**src/sv/att_pkg.sv**
```systemverilog
`timescale 1ns / 1ps

package att_pkg;

	// input word field widths
	localparam int DELAY_W = 31;
	localparam int EVENT_W = 8;
	localparam int AUX_W   = 32;
	localparam int TIME_W  = 32;

	// result word field widths
	localparam int KIND_W   = 2;
	localparam int ACTIVE_W = 3;

	// at most this many alarms fire on one tick
	localparam int MAX_OUT = 4;
	localparam int NOUT_W  = 3;

	// operation codes
	localparam logic OP_REQ  = 1'b0;
	localparam logic OP_TICK = 1'b1;

	// result kinds
	localparam logic [KIND_W-1:0] KIND_DONE     = 2'd0;
	localparam logic [KIND_W-1:0] KIND_FIRED    = 2'd1;
	localparam logic [KIND_W-1:0] KIND_NONE_DUE = 2'd2;
	localparam logic [KIND_W-1:0] KIND_OVERFLOW = 2'd3;

	// one slot of the alarm table, as held in memory
	typedef struct packed {
		logic               periodic;
		logic [EVENT_W-1:0] event_id;
		logic [AUX_W-1:0]   aux;
		logic [DELAY_W-1:0] reload;
		logic [TIME_W-1:0]  due;
	} slot_entry_t;

	// one result word
	typedef struct packed {
		logic [KIND_W-1:0]   kind;
		logic [EVENT_W-1:0]  fired_event;
		logic [AUX_W-1:0]    fired_aux;
		logic                last;
		logic [ACTIVE_W-1:0] active_count;
	} res_word_t;

endpackage

```
**src/sv/att_req_if.sv**
```systemverilog
`timescale 1ns / 1ps

interface att_req_if;
	import att_pkg::*;

	logic               valid;
	logic               ready;
	logic               operation;
	logic [DELAY_W-1:0] delay_ms;
	logic               periodic;
	logic [EVENT_W-1:0] event_id;
	logic [AUX_W-1:0]   aux_data;
	logic [TIME_W-1:0]  now_ms;

	modport source (
		output valid, operation, delay_ms, periodic, event_id, aux_data, now_ms,
		input  ready
	);

	modport sink (
		input  valid, operation, delay_ms, periodic, event_id, aux_data, now_ms,
		output ready
	);

endinterface

```
**src/sv/att_res_if.sv**
```systemverilog
`timescale 1ns / 1ps

interface att_res_if;
	import att_pkg::*;

	logic                valid;
	logic                ready;
	logic [KIND_W-1:0]   kind;
	logic [EVENT_W-1:0]  fired_event;
	logic [AUX_W-1:0]    fired_aux;
	logic                last;
	logic [ACTIVE_W-1:0] active_count;

	modport source (
		output valid, kind, fired_event, fired_aux, last, active_count,
		input  ready
	);

	modport sink (
		input  valid, kind, fired_event, fired_aux, last, active_count,
		output ready
	);

endinterface

```
**src/sv/alarm_timer_table.sv**
```systemverilog
`timescale 1ns / 1ps

// Channel   Modport   Word
// req       sink      request or tick: operation, delay_ms, periodic, event_id, aux_data, now_ms
// res       source    result: kind, fired_event, fired_aux, last, active_count
//
// One word is taken at a time. The slot memory is scanned one slot per cycle while the scan
// is not stalled, with the read pipelined one ahead through the single read port; the next
// word is taken only once the last result of the previous one has been registered.
// Reset clears the active marks and the alarm count; the memory itself is not cleared.
// A stalled result port holds the scan only when a second fired alarm is found while
// the previous one is still waiting; a finished result waits in the output register.

module alarm_timer_table
	import att_pkg::*;
#(
	parameter int SLOTS = 4
) (
	input logic        clk,
	input logic        arst_n,
	att_req_if.sink    req,
	att_res_if.source  res
);

	localparam int IW = (SLOTS > 1) ? $clog2(SLOTS) : 1;
	localparam int CW = $clog2(SLOTS + 1);
	localparam logic [CW-1:0] SLOTS_C = CW'(SLOTS);

	localparam logic [1:0] S_IDLE = 2'd0;
	localparam logic [1:0] S_SCAN = 2'd1;
	localparam logic [1:0] S_FIN  = 2'd2;

	// control state
	logic [1:0]        state_q;
	logic [CW-1:0]     idx_rd_q;
	logic              v_s1;
	logic [IW-1:0]     idx_s1;
	logic [SLOTS-1:0]  active_q;
	logic [CW-1:0]     count_q;
	logic [NOUT_W-1:0] n_q;
	logic              found_q;
	logic              pend_v_q;
	logic              out_valid_q;

	// captured request word
	logic               op_q;
	logic [DELAY_W-1:0] delay_q;
	logic               per_q;
	logic [EVENT_W-1:0] ev_q;
	logic [AUX_W-1:0]   aux_q;
	logic [TIME_W-1:0]  now_q;

	// slot memory and its read register
	slot_entry_t slot_mem_q [SLOTS];
	slot_entry_t rd_q;

	res_word_t pend_q;
	res_word_t out_q;

	// combinational control
	logic              rd_en;
	logic              act_s1;
	logic              hit_tick;
	logic              hit_req;
	logic              push_ok;
	logic              stall;
	logic              push;
	res_word_t         out_d;
	logic              mem_we;
	logic [IW-1:0]     mem_wa;
	slot_entry_t       mem_wd;
	slot_entry_t       fill;
	logic              act_clr;
	logic              act_set;
	logic [IW-1:0]     act_idx;
	logic              cnt_inc;
	logic              cnt_dec;
	logic              pend_load;
	res_word_t         pend_d;
	logic              any_free;
	logic [IW-1:0]     free_idx;

	assign req.ready = (state_q == S_IDLE);

	assign res.valid        = out_valid_q;
	assign res.kind         = out_q.kind;
	assign res.fired_event  = out_q.fired_event;
	assign res.fired_aux    = out_q.fired_aux;
	assign res.last         = out_q.last;
	assign res.active_count = out_q.active_count;

	// lowest free slot
	always_comb begin
		any_free = 1'b0;
		free_idx = '0;
		for (int i = SLOTS - 1; i >= 0; i--) begin
			if (!active_q[i]) begin
				any_free = 1'b1;
				free_idx = IW'(i);
			end
		end
	end

	// entry written by a set request
	always_comb begin
		fill.periodic = per_q;
		fill.event_id = ev_q;
		fill.aux      = aux_q;
		fill.reload   = delay_q;
		fill.due      = now_q + {1'b0, delay_q};
	end

	// slot evaluation and result selection
	always_comb begin
		act_s1   = active_q[idx_s1];
		hit_tick = v_s1 && (op_q == OP_TICK) && act_s1 && (rd_q.due <= now_q)
			&& (n_q < NOUT_W'(MAX_OUT));
		hit_req  = v_s1 && (op_q == OP_REQ) && act_s1 && (rd_q.event_id == ev_q)
			&& !found_q;
		push_ok  = !out_valid_q || res.ready;
		stall    = hit_tick && pend_v_q && !push_ok;
		rd_en    = (state_q == S_SCAN) && (idx_rd_q < SLOTS_C) && !stall;

		push      = 1'b0;
		out_d     = '0;
		mem_we    = 1'b0;
		mem_wa    = idx_s1;
		mem_wd    = fill;
		act_clr   = 1'b0;
		act_set   = 1'b0;
		act_idx   = idx_s1;
		cnt_inc   = 1'b0;
		cnt_dec   = 1'b0;
		pend_load = 1'b0;
		pend_d    = '0;

		if (state_q == S_SCAN) begin
			if (hit_tick && !stall) begin
				// the previous fired alarm goes out, this one is held back
				if (pend_v_q) begin
					push  = 1'b1;
					out_d = pend_q;
				end
				pend_load          = 1'b1;
				pend_d.kind        = KIND_FIRED;
				pend_d.fired_event = rd_q.event_id;
				pend_d.fired_aux   = rd_q.aux;
				if (!rd_q.periodic) begin
					act_clr             = 1'b1;
					cnt_dec             = 1'b1;
					pend_d.active_count = ACTIVE_W'(count_q - CW'(1));
				end else begin
					mem_we              = 1'b1;
					mem_wd              = rd_q;
					mem_wd.due          = {1'b0, rd_q.reload} + now_q;
					pend_d.active_count = ACTIVE_W'(count_q);
				end
			end
			if (hit_req) begin
				if (delay_q != '0) begin
					mem_we = 1'b1;
				end else begin
					act_clr = 1'b1;
					cnt_dec = 1'b1;
				end
			end
		end else if (state_q == S_FIN && push_ok) begin
			push       = 1'b1;
			out_d.last = 1'b1;
			if (op_q == OP_TICK) begin
				if (pend_v_q) begin
					out_d      = pend_q;
					out_d.last = 1'b1;
				end else begin
					out_d.kind         = KIND_NONE_DUE;
					out_d.active_count = ACTIVE_W'(count_q);
				end
			end else if (found_q || delay_q == '0) begin
				out_d.kind         = KIND_DONE;
				out_d.active_count = ACTIVE_W'(count_q);
			end else if (any_free) begin
				mem_we             = 1'b1;
				mem_wa             = free_idx;
				act_set            = 1'b1;
				act_idx            = free_idx;
				cnt_inc            = 1'b1;
				out_d.kind         = KIND_DONE;
				out_d.active_count = ACTIVE_W'(count_q + CW'(1));
			end else begin
				out_d.kind         = KIND_OVERFLOW;
				out_d.active_count = ACTIVE_W'(count_q);
			end
		end
	end

	// sequencer and control registers
	always_ff @(posedge clk or negedge arst_n) begin
		if (!arst_n) begin
			state_q     <= S_IDLE;
			idx_rd_q    <= '0;
			v_s1        <= 1'b0;
			idx_s1      <= '0;
			active_q    <= '0;
			count_q     <= '0;
			n_q         <= '0;
			found_q     <= 1'b0;
			pend_v_q    <= 1'b0;
			out_valid_q <= 1'b0;
		end else begin
			unique case (state_q)
				S_IDLE: begin
					if (req.valid) begin
						state_q  <= S_SCAN;
						idx_rd_q <= '0;
						v_s1     <= 1'b0;
						n_q      <= '0;
						found_q  <= 1'b0;
						pend_v_q <= 1'b0;
					end
				end
				S_SCAN: begin
					if (!stall) begin
						v_s1   <= rd_en;
						idx_s1 <= idx_rd_q[IW-1:0];
					end
					if (rd_en) begin
						idx_rd_q <= idx_rd_q + CW'(1);
					end
					if (hit_req) begin
						found_q <= 1'b1;
					end
					if (pend_load) begin
						pend_v_q <= 1'b1;
						n_q      <= n_q + NOUT_W'(1);
					end
					if (idx_rd_q == SLOTS_C && !v_s1) begin
						state_q <= S_FIN;
					end
				end
				S_FIN: begin
					if (push_ok) begin
						state_q <= S_IDLE;
					end
				end
				default: begin
					state_q <= S_IDLE;
				end
			endcase

			if (act_clr) begin
				active_q[act_idx] <= 1'b0;
			end else if (act_set) begin
				active_q[act_idx] <= 1'b1;
			end

			if (cnt_inc) begin
				count_q <= count_q + CW'(1);
			end else if (cnt_dec && count_q != '0) begin
				count_q <= count_q - CW'(1);
			end

			// output register
			if (push) begin
				out_valid_q <= 1'b1;
			end else if (res.ready) begin
				out_valid_q <= 1'b0;
			end
		end
	end

	// payload registers
	always_ff @(posedge clk) begin
		if (req.valid && req.ready) begin
			op_q    <= req.operation;
			delay_q <= req.delay_ms;
			per_q   <= req.periodic;
			ev_q    <= req.event_id;
			aux_q   <= req.aux_data;
			now_q   <= req.now_ms;
		end
		if (pend_load) begin
			pend_q <= pend_d;
		end
		if (push) begin
			out_q <= out_d;
		end
	end

	// slot memory, one write and one registered read per cycle
	always_ff @(posedge clk) begin
		if (mem_we) begin
			slot_mem_q[mem_wa] <= mem_wd;
		end
		if (rd_en) begin
			rd_q <= slot_mem_q[idx_rd_q[IW-1:0]];
		end
	end

endmodule

```
**src/flat_wrapper.sv**
```systemverilog
// flat-port wrapper written by rule: the top's interface ports become plain ports
module alarm_timer_table_flat import att_pkg::*;
#(
	parameter int SLOTS = 4
)
  (clk, arst_n, req_valid, req_operation, req_delay_ms, req_periodic, req_event_id, req_aux_data, req_now_ms, req_ready, res_valid, res_kind, res_fired_event, res_fired_aux, res_last, res_active_count, res_ready);
  att_req_if req_i ();
  att_res_if res_i ();
  input logic clk;
  input logic arst_n;
  input wire logic [$bits(req_i.valid)-1:0] req_valid;
  input wire logic [$bits(req_i.operation)-1:0] req_operation;
  input wire logic [$bits(req_i.delay_ms)-1:0] req_delay_ms;
  input wire logic [$bits(req_i.periodic)-1:0] req_periodic;
  input wire logic [$bits(req_i.event_id)-1:0] req_event_id;
  input wire logic [$bits(req_i.aux_data)-1:0] req_aux_data;
  input wire logic [$bits(req_i.now_ms)-1:0] req_now_ms;
  output wire logic [$bits(req_i.ready)-1:0] req_ready;
  output wire logic [$bits(res_i.valid)-1:0] res_valid;
  output wire logic [$bits(res_i.kind)-1:0] res_kind;
  output wire logic [$bits(res_i.fired_event)-1:0] res_fired_event;
  output wire logic [$bits(res_i.fired_aux)-1:0] res_fired_aux;
  output wire logic [$bits(res_i.last)-1:0] res_last;
  output wire logic [$bits(res_i.active_count)-1:0] res_active_count;
  input wire logic [$bits(res_i.ready)-1:0] res_ready;
  assign req_i.valid = req_valid;
  assign req_i.operation = req_operation;
  assign req_i.delay_ms = req_delay_ms;
  assign req_i.periodic = req_periodic;
  assign req_i.event_id = req_event_id;
  assign req_i.aux_data = req_aux_data;
  assign req_i.now_ms = req_now_ms;
  assign req_ready = req_i.ready;
  assign res_valid = res_i.valid;
  assign res_kind = res_i.kind;
  assign res_fired_event = res_i.fired_event;
  assign res_fired_aux = res_i.fired_aux;
  assign res_last = res_i.last;
  assign res_active_count = res_i.active_count;
  assign res_i.ready = res_ready;
  alarm_timer_table #(.SLOTS(SLOTS)) u_core (.clk(clk), .arst_n(arst_n), .req(req_i), .res(res_i));
endmodule
```
**config.mk**
```make
export PLATFORM = sky130hd
export DESIGN_NAME = alarm_timer_table_flat
export DESIGN_NICKNAME = d
export VERILOG_FILES = /design/src/sv/att_pkg.sv /design/src/sv/att_req_if.sv /design/src/sv/att_res_if.sv /design/src/sv/alarm_timer_table.sv /design/src/flat_wrapper.sv
export SDC_FILE = /design/constraint.sdc
export NUM_CORES = 1
export LEC_CHECK = 0
export BUFFER_PORTS_ARGS = -buffer_cell sky130_fd_sc_hd__buf_2
export CORE_MARGIN = 5
export CORE_UTILIZATION = 40
export CTS_BUF_LIST = sky130_fd_sc_hd__clkbuf_16
export CTS_CLUSTER_DIAMETER = 80
export DETAILED_ROUTE_END_ITERATION = 7
export HOLD_SLACK_MARGIN = 0.08
export PLACE_DENSITY = 0.56
export SLEW_MARGIN = 20
export SYNTH_ARGS = -nofsm -noshare
export SYNTH_HDL_FRONTEND = slang
export SYNTH_SLANG_ARGS = --single-unit
```
**constraint.sdc**
```tcl
create_clock -name clk -period 12.3 [get_ports clk]
set_clock_uncertainty 0.1 [all_clocks]
set_input_delay 2.46 -clock clk [delete_from_list [all_inputs] [get_ports clk]]
set_output_delay 2.46 -clock clk [all_outputs]
set_load 0.02 [all_outputs]
```
# --- Yosys cells after proc, flatten, opt, wreduce, memory -nomap -nowiden ---
# Memories as Yosys holds them, arrays and structs flattened. A register that Yosys moved wholly into a read port is not among the register bits.
# Index checks and enable logic that the tools add are counted.
classes:
  addsub: 6
  magnitude_cmp: 6
  eq_ne: 11
  mux: 81
  bitwise: 5
  reduce_logical: 40
op_table:
  columns: ["operator", "n"]
  rows:
  - ["$mux 104", 3]
  - ["$mux 46", 4]
  - ["$mux 41", 3]
  - ["$mux 1", 35]
  - ["$add 31x32->32", 1]
  - ["$add 32x31->32", 1]
  - ["$le 32x32->1", 1]
  - ["$mux 2", 16]
  - ["$logic_not 31->1", 1]
  - ["$reduce_bool 31->1", 1]
  - ["$mux 3", 10]
  - ["$logic_and 1x1->1", 18]
  - ["$reduce_and 3->1", 5]
  - ["$pmux 3 s2", 2]
  - ["$add 3x1->3 const B", 3]
  - ["$eq 8x8->1", 1]
  - ["$mux 4", 2]
  - ["$ne 2x1->1 const B", 4]
  - ["$reduce_bool 2->1", 4]
  - ["$lt 2x3->1 const B", 2]
  - ["$lt 3x3->1 const B", 2]
  - ["$ne 2x2->1 const B", 3]
  - ["$pmux 1 s2", 3]
  - ["$pmux 2 s3", 1]
  - ["other kinds (16)", 23]
word_totals:
  ff_bits: 217
  ram_bits: 416
  output_inout_bits: 48
  word_cells: 175
  mem_count: 1
mem_list:
  columns: ["memory", "depth", "width", "rd", "rd_clocked_by_memory_dff", "wr", "line_no", "rtl"]
  rows:
  - ["u_core.slot_mem_q", 4, 104, 1, 1, 1, "alarm_timer_table.sv:54", "slot_entry_t slot_mem_q [SLOTS];"]

# --- Logic depth before layout (Yosys ltp) ---
depth:
  depth_word: 16
  depth_mapped: 13
  depth_no_buf: 12

# --- Least setup slack after synthesis ---
# Ideal clock, no wire load.
synth_timing:
  path_type: "input to register"
  from: "input port res_ready"
  to: "memory u_core.slot_mem_q[0][0] (netlist bit), enable pin"
  setup_ns: 0.694
  t_arrival_ns: 10.577
  required_time_ns: 11.506
  slack_ns: 0.929
  cell_stages: 6
  cell_sequence: "nor2b_1 nor2_2 nor4b_4 o21ai_0 and3_1 nor3_1"
synth_via:
  elab_chain_cells: 11
  elab_cells_between_ends: 15
  classes_between: "9 x mux; 6 x reduce/logical"
synth_rtl:
  columns: ["element", "line_no", "rtl"]
  rows:
  - ["start: declaration", "flat_wrapper.sv:25", "input wire logic [$bits(res_i.ready)-1:0] res_ready;"]
  - ["$logic_or 1x1->1 (*)", "alarm_timer_table.sv:120", "push_ok = !out_valid_q || res.ready;"]
  - ["$logic_not 1->1", "alarm_timer_table.sv:121", "stall = hit_tick && pend_v_q && !push_ok;"]
  - ["$logic_and 1x1->1", "alarm_timer_table.sv:121", null]
  - ["$logic_not 1->1", "alarm_timer_table.sv:138", "if (hit_tick && !stall) begin"]
  - ["$logic_and 1x1->1", "alarm_timer_table.sv:138", null]
  - ["$mux 1", "alarm_timer_table.sv:138", null]
  - ["$mux 1", "alarm_timer_table.sv:160", "if (delay_q != '0) begin"]
  - ["$mux 1", "alarm_timer_table.sv:159", "if (hit_req) begin"]
  - ["$mux 1", "alarm_timer_table.sv:137", "if (state_q == S_SCAN) begin"]
  - ["$mux 1", "alarm_timer_table.sv:291", "if (mem_we) begin"]
  - ["$mux 1 (not written as such)", "alarm_timer_table.sv:292", "slot_mem_q[mem_wa] <= mem_wd;"]
  - ["end: declaration", "alarm_timer_table.sv:54", null]
# Every way passes the cells marked *; elsewhere a longest branch is shown, timed or not.

# --- Final worst setup path ---
layout_timing:
  from: "input port res_ready"
  to: "memory u_core.slot_mem_q[3][22] (netlist bit), enable pin"
# Same word-level chain as after synthesis.

==> flow_summary.ini <==
[sta]
rsz0062_at_grt = no
postLayoutSetupSlackWorst_ns = 5.971
max_freq_ghz = 0.1580
finalSetupTns_ns = 0
period_needed_ns = 6.329
relSlewSlack_pct = 26.44
worst_pin_slew_ns = 1.103
drv_slew = 0
post-route-period-util_pct = 51.46
setup_viol = 0
hold_viol = 0

[global_route]
antenna_found_initial = 0
grt_pass1_vias = 16960
grt_use_total_pct = 16.62
grt_overflow = 0
grt_max_degree = 72
grt_pass1_wl_um = 103900

[yosys]
yosys_warnings = 0
ys_seq_area_share_pct = 70.79
synth_top_area_share_pct = 69.10
netlist.top_cell.by_area = edfxtp_1
ys_seq_elements = 736
synthArstFlopShare_pct = 2.853
synth.net_count = 1997
synth_area_leaders = edfxtp_1 69%, mux4_2 7.6%, ha_1 4.0%
synth_area_um2 = 31070
synthDistinctLibCells = 78
synthFlopType = edfxtp_1
synth_cells = 1786
syn_avg_cell_area_um2 = 17.40
synth_edf_count = 715

[route]
antenna_left = 0
via_per_inst = 5.288
drtIter0Drc = 993
vias = 16350
firstDrtPassIters = 5
wirelength_um = 69760
drc_errors = 0
routedWlPerCell_um = 22.57

[floorplan]
die_h_um = 288.7
start_util_pct = 40.24
io_pins = 157
die_w_um = 288.7
dieArea_um2 = 83350
design.core.area_um2 = 77210
std_cell_rows = 102

[clocking]
clk_pin_slew_ns = 0.06
post_cts_resize_count = 0
cts_sinks = 736
cts_made_buffers = 79
clock_latency_ns = 0.63
post_cts_buffers = 0
max-clock-path-buffers = 3
hold_buffers = 0
root_buffer = clkbuf_16
cts_max_level = 3
cts_tree = done

[place]
dpl.cell_count = 2950
dpl.hpwl_um = 43670
place_ws_ns = 5.347
port-buffer-count = 156
gp_congestion = 0.8264
postPlaceCellArea_um2 = 33140

[setup_path]
cp.required_ns = 12.44
crit_type = primary input to register
cp.arrival_ns = 6.47
cp_max_fo = 52
worst_setup_path_start_kind = primary input
critPathCaptureType = register

[final_layout]
stdcell_count = 3091
fillers = 6691
utilization_pct = 46.11
design_area_um2 = 35610
final_nets = 2202
drive_above_1_share_pct = 24.05
syn_to_final_growth_pct = 14.59

[pwr]
ir_drop_uv = 142.6
p_leak_nw = 12.54
cellPowerDensity_nw_per_um2 = 222.7

[status]
status = complete, no violations

[hold_path]
hold_path.class = register to register

[job]
maxCapViolCount = 0
-- per-stage QoR --
| step | hold WS (ns) | power, mW |
|---|---|---|
| 5_1_grt | 0.4318 | 8.360 |
| 3_5_place_dp | 0.3935 | 5.753 |
| 2_1_floorplan | 0.3550 | 5.123 |
| 4_1_cts | 0.4030 | 8.037 |
| 6_report | 0.4000 | 7.930 |
| 3_3_place_gp | 0.3713 | 5.707 |
-- synth_stat cells, types with 9 or more instances --
cell type,n
and2_1,88
and3_1,9
a21o_1,35
a31oi_1,9
xnor2_1,30
ha_1,100
mux2_2,72
buf_1,9
dfrtp_1,21
inv_1,62
clkbuf_1,26
xor2_1,32
nor2b_1,13
o21bai_1,11
o21a_1,13
a21oi_1,83
buf_2,13
nor3_1,13
nand2_1,71
nand2b_1,18
nand3_1,15
nand4_1,15
mux4_2,105
nor4_1,11
o21ai_0,57
edfxtp_1,715
nor2_1,42
mux2i_1,14
-- layer usage --
metal | vias up | share of wire [%] | track usage [%]
li1 | 7461 | - | -
met2 | 349 | 50 | 28.14
met3 | 96 | 4.1 | 2.455
met1 | 8439 | 44 | 22.42
met5 | - | 0 | 0
met4 | 0 | 2.4 | 5.077
-- path summary, 6_finish.rpt --
path,depth (start not counted),end,slack [ns],start
min in group asynchronous,1,u_core.res.valid,1.74,arst_n
max in group asynchronous,1,u_core.idx_rd_q[1],9.88,arst_n
max,10,u_core.slot_mem_q[3][22],5.97,res_ready
min,1,u_core.n_q[0],0.40,u_core.n_q[0]
max reg2reg,10,u_core.slot_mem_q[3][22],6.60,u_core.delay_q[22]
min reg2reg,1,u_core.n_q[0],0.40,u_core.n_q[0]
-- registers in the layout, summed over array words and instances (netlist names), named ones only --
signal and cells:
u_core.v_s1 1, u_core.now_q 32, u_core.res.fired_event 8, u_core.op_q 1, u_core.res.kind 2, u_core.idx_rd_q 3, u_core.per_q 1, u_core.res.valid 1
u_core.aux_q 32, u_core.res.fired_aux 32, u_core.pend_v_q 1, u_core.idx_s1 2, u_core.res.active_count 3, u_core.n_q 3, u_core.ev_q 8, u_core.count_q 3
u_core.found_q 1, u_core.state_q 2, u_core.rd_q 104, u_core.pend_q 44, u_core.slot_mem_q 416, u_core.delay_q 31, u_core.res.last 1
-- cells by family after synthesis --
group	count (synthesis)	share of synthesized area (%)
adders and majority gates	102	4.156
and+or+nand+nor	315	5.476
buffers and inverters	114	1.466
muxes	191	10.67
AOI/OAI and AO/OA	266	5.694
DFF	736	70.79
xor gates and xnor gates	62	1.748
-- cell usage in the layout, fill, tap and decap left out, types with 4 or more instances in the layout --
cell type | Yosys | final
nand2b_1 | 18 | 18
xnor2_1 | 30 | 30
bufinv_16 | 0 | 5
nor4_1 | 11 | 11
a21oi_1 | 83 | 83
mux4_2 | 105 | 105
xor2_1 | 32 | 32
edfxtp_1 | 715 | 715
o21a_1 | 13 | 12
o21ai_1 | 6 | 6
mux2_2 | 72 | 72
clkinv_2 | 0 | 9
nand4_1 | 15 | 15
and3_1 | 9 | 9
clkinv_1 | 0 | 17
nand3_1 | 15 | 15
a31oi_1 | 9 | 9
a21o_1 | 35 | 34
a211oi_1 | 4 | 4
o21ai_2 | 4 | 4
and2_1 | 88 | 88
nor2_1 | 42 | 42
nand2_1 | 71 | 71
nor2b_1 | 13 | 10
buf_2 | 13 | 156
or3_1 | 8 | 8
buf_4 | 0 | 20
ha_1 | 100 | 100
inv_1 | 62 | 80
mux2i_1 | 14 | 14
clkbuf_16 | 0 | 79
o21bai_1 | 11 | 11
nor3_1 | 13 | 11
dfrtp_1 | 21 | 19
o21ai_0 | 57 | 57
clkinvlp_4 | 0 | 4
inv_16 | 0 | 4
-- critical path: stages --
cell	delay [ns]
buf_2	0.09
nor2b_1	0.09
nor2_2	0.30
nor4b_4	0.48
mux2i_1	0.14
a21oi_1	0.42
nor2b_1	0.30
nor2b_4	0.65
buf_4	0.66
buf_4	0.83
-- report_power, final --
part	leakage, nW	total [mW]	internal, mW	switching, mW
Combinational	4.48	2.01	0.852	1.16
Sequential	6.79	3.66	3.37	0.296
Clock	1.27	2.25	1.28	0.969
-- final cells by class --
cell class,count,area [um^2],area share [%]
Tap cell,1040,1301,3.655
Timing Repair Buffer,176,930.9,2.614
Sequential cell,736,22000,61.80
Multi-Input combinational cell,936,8667,24.34
Clock inverter,61,488.0,1.370
Inverter,62,235.2,0.6606
Antenna cell,1,2.502,0.007028
Clock buffer,79,1977,5.552
No activity file was read; power rests on OpenSTA's default activity.
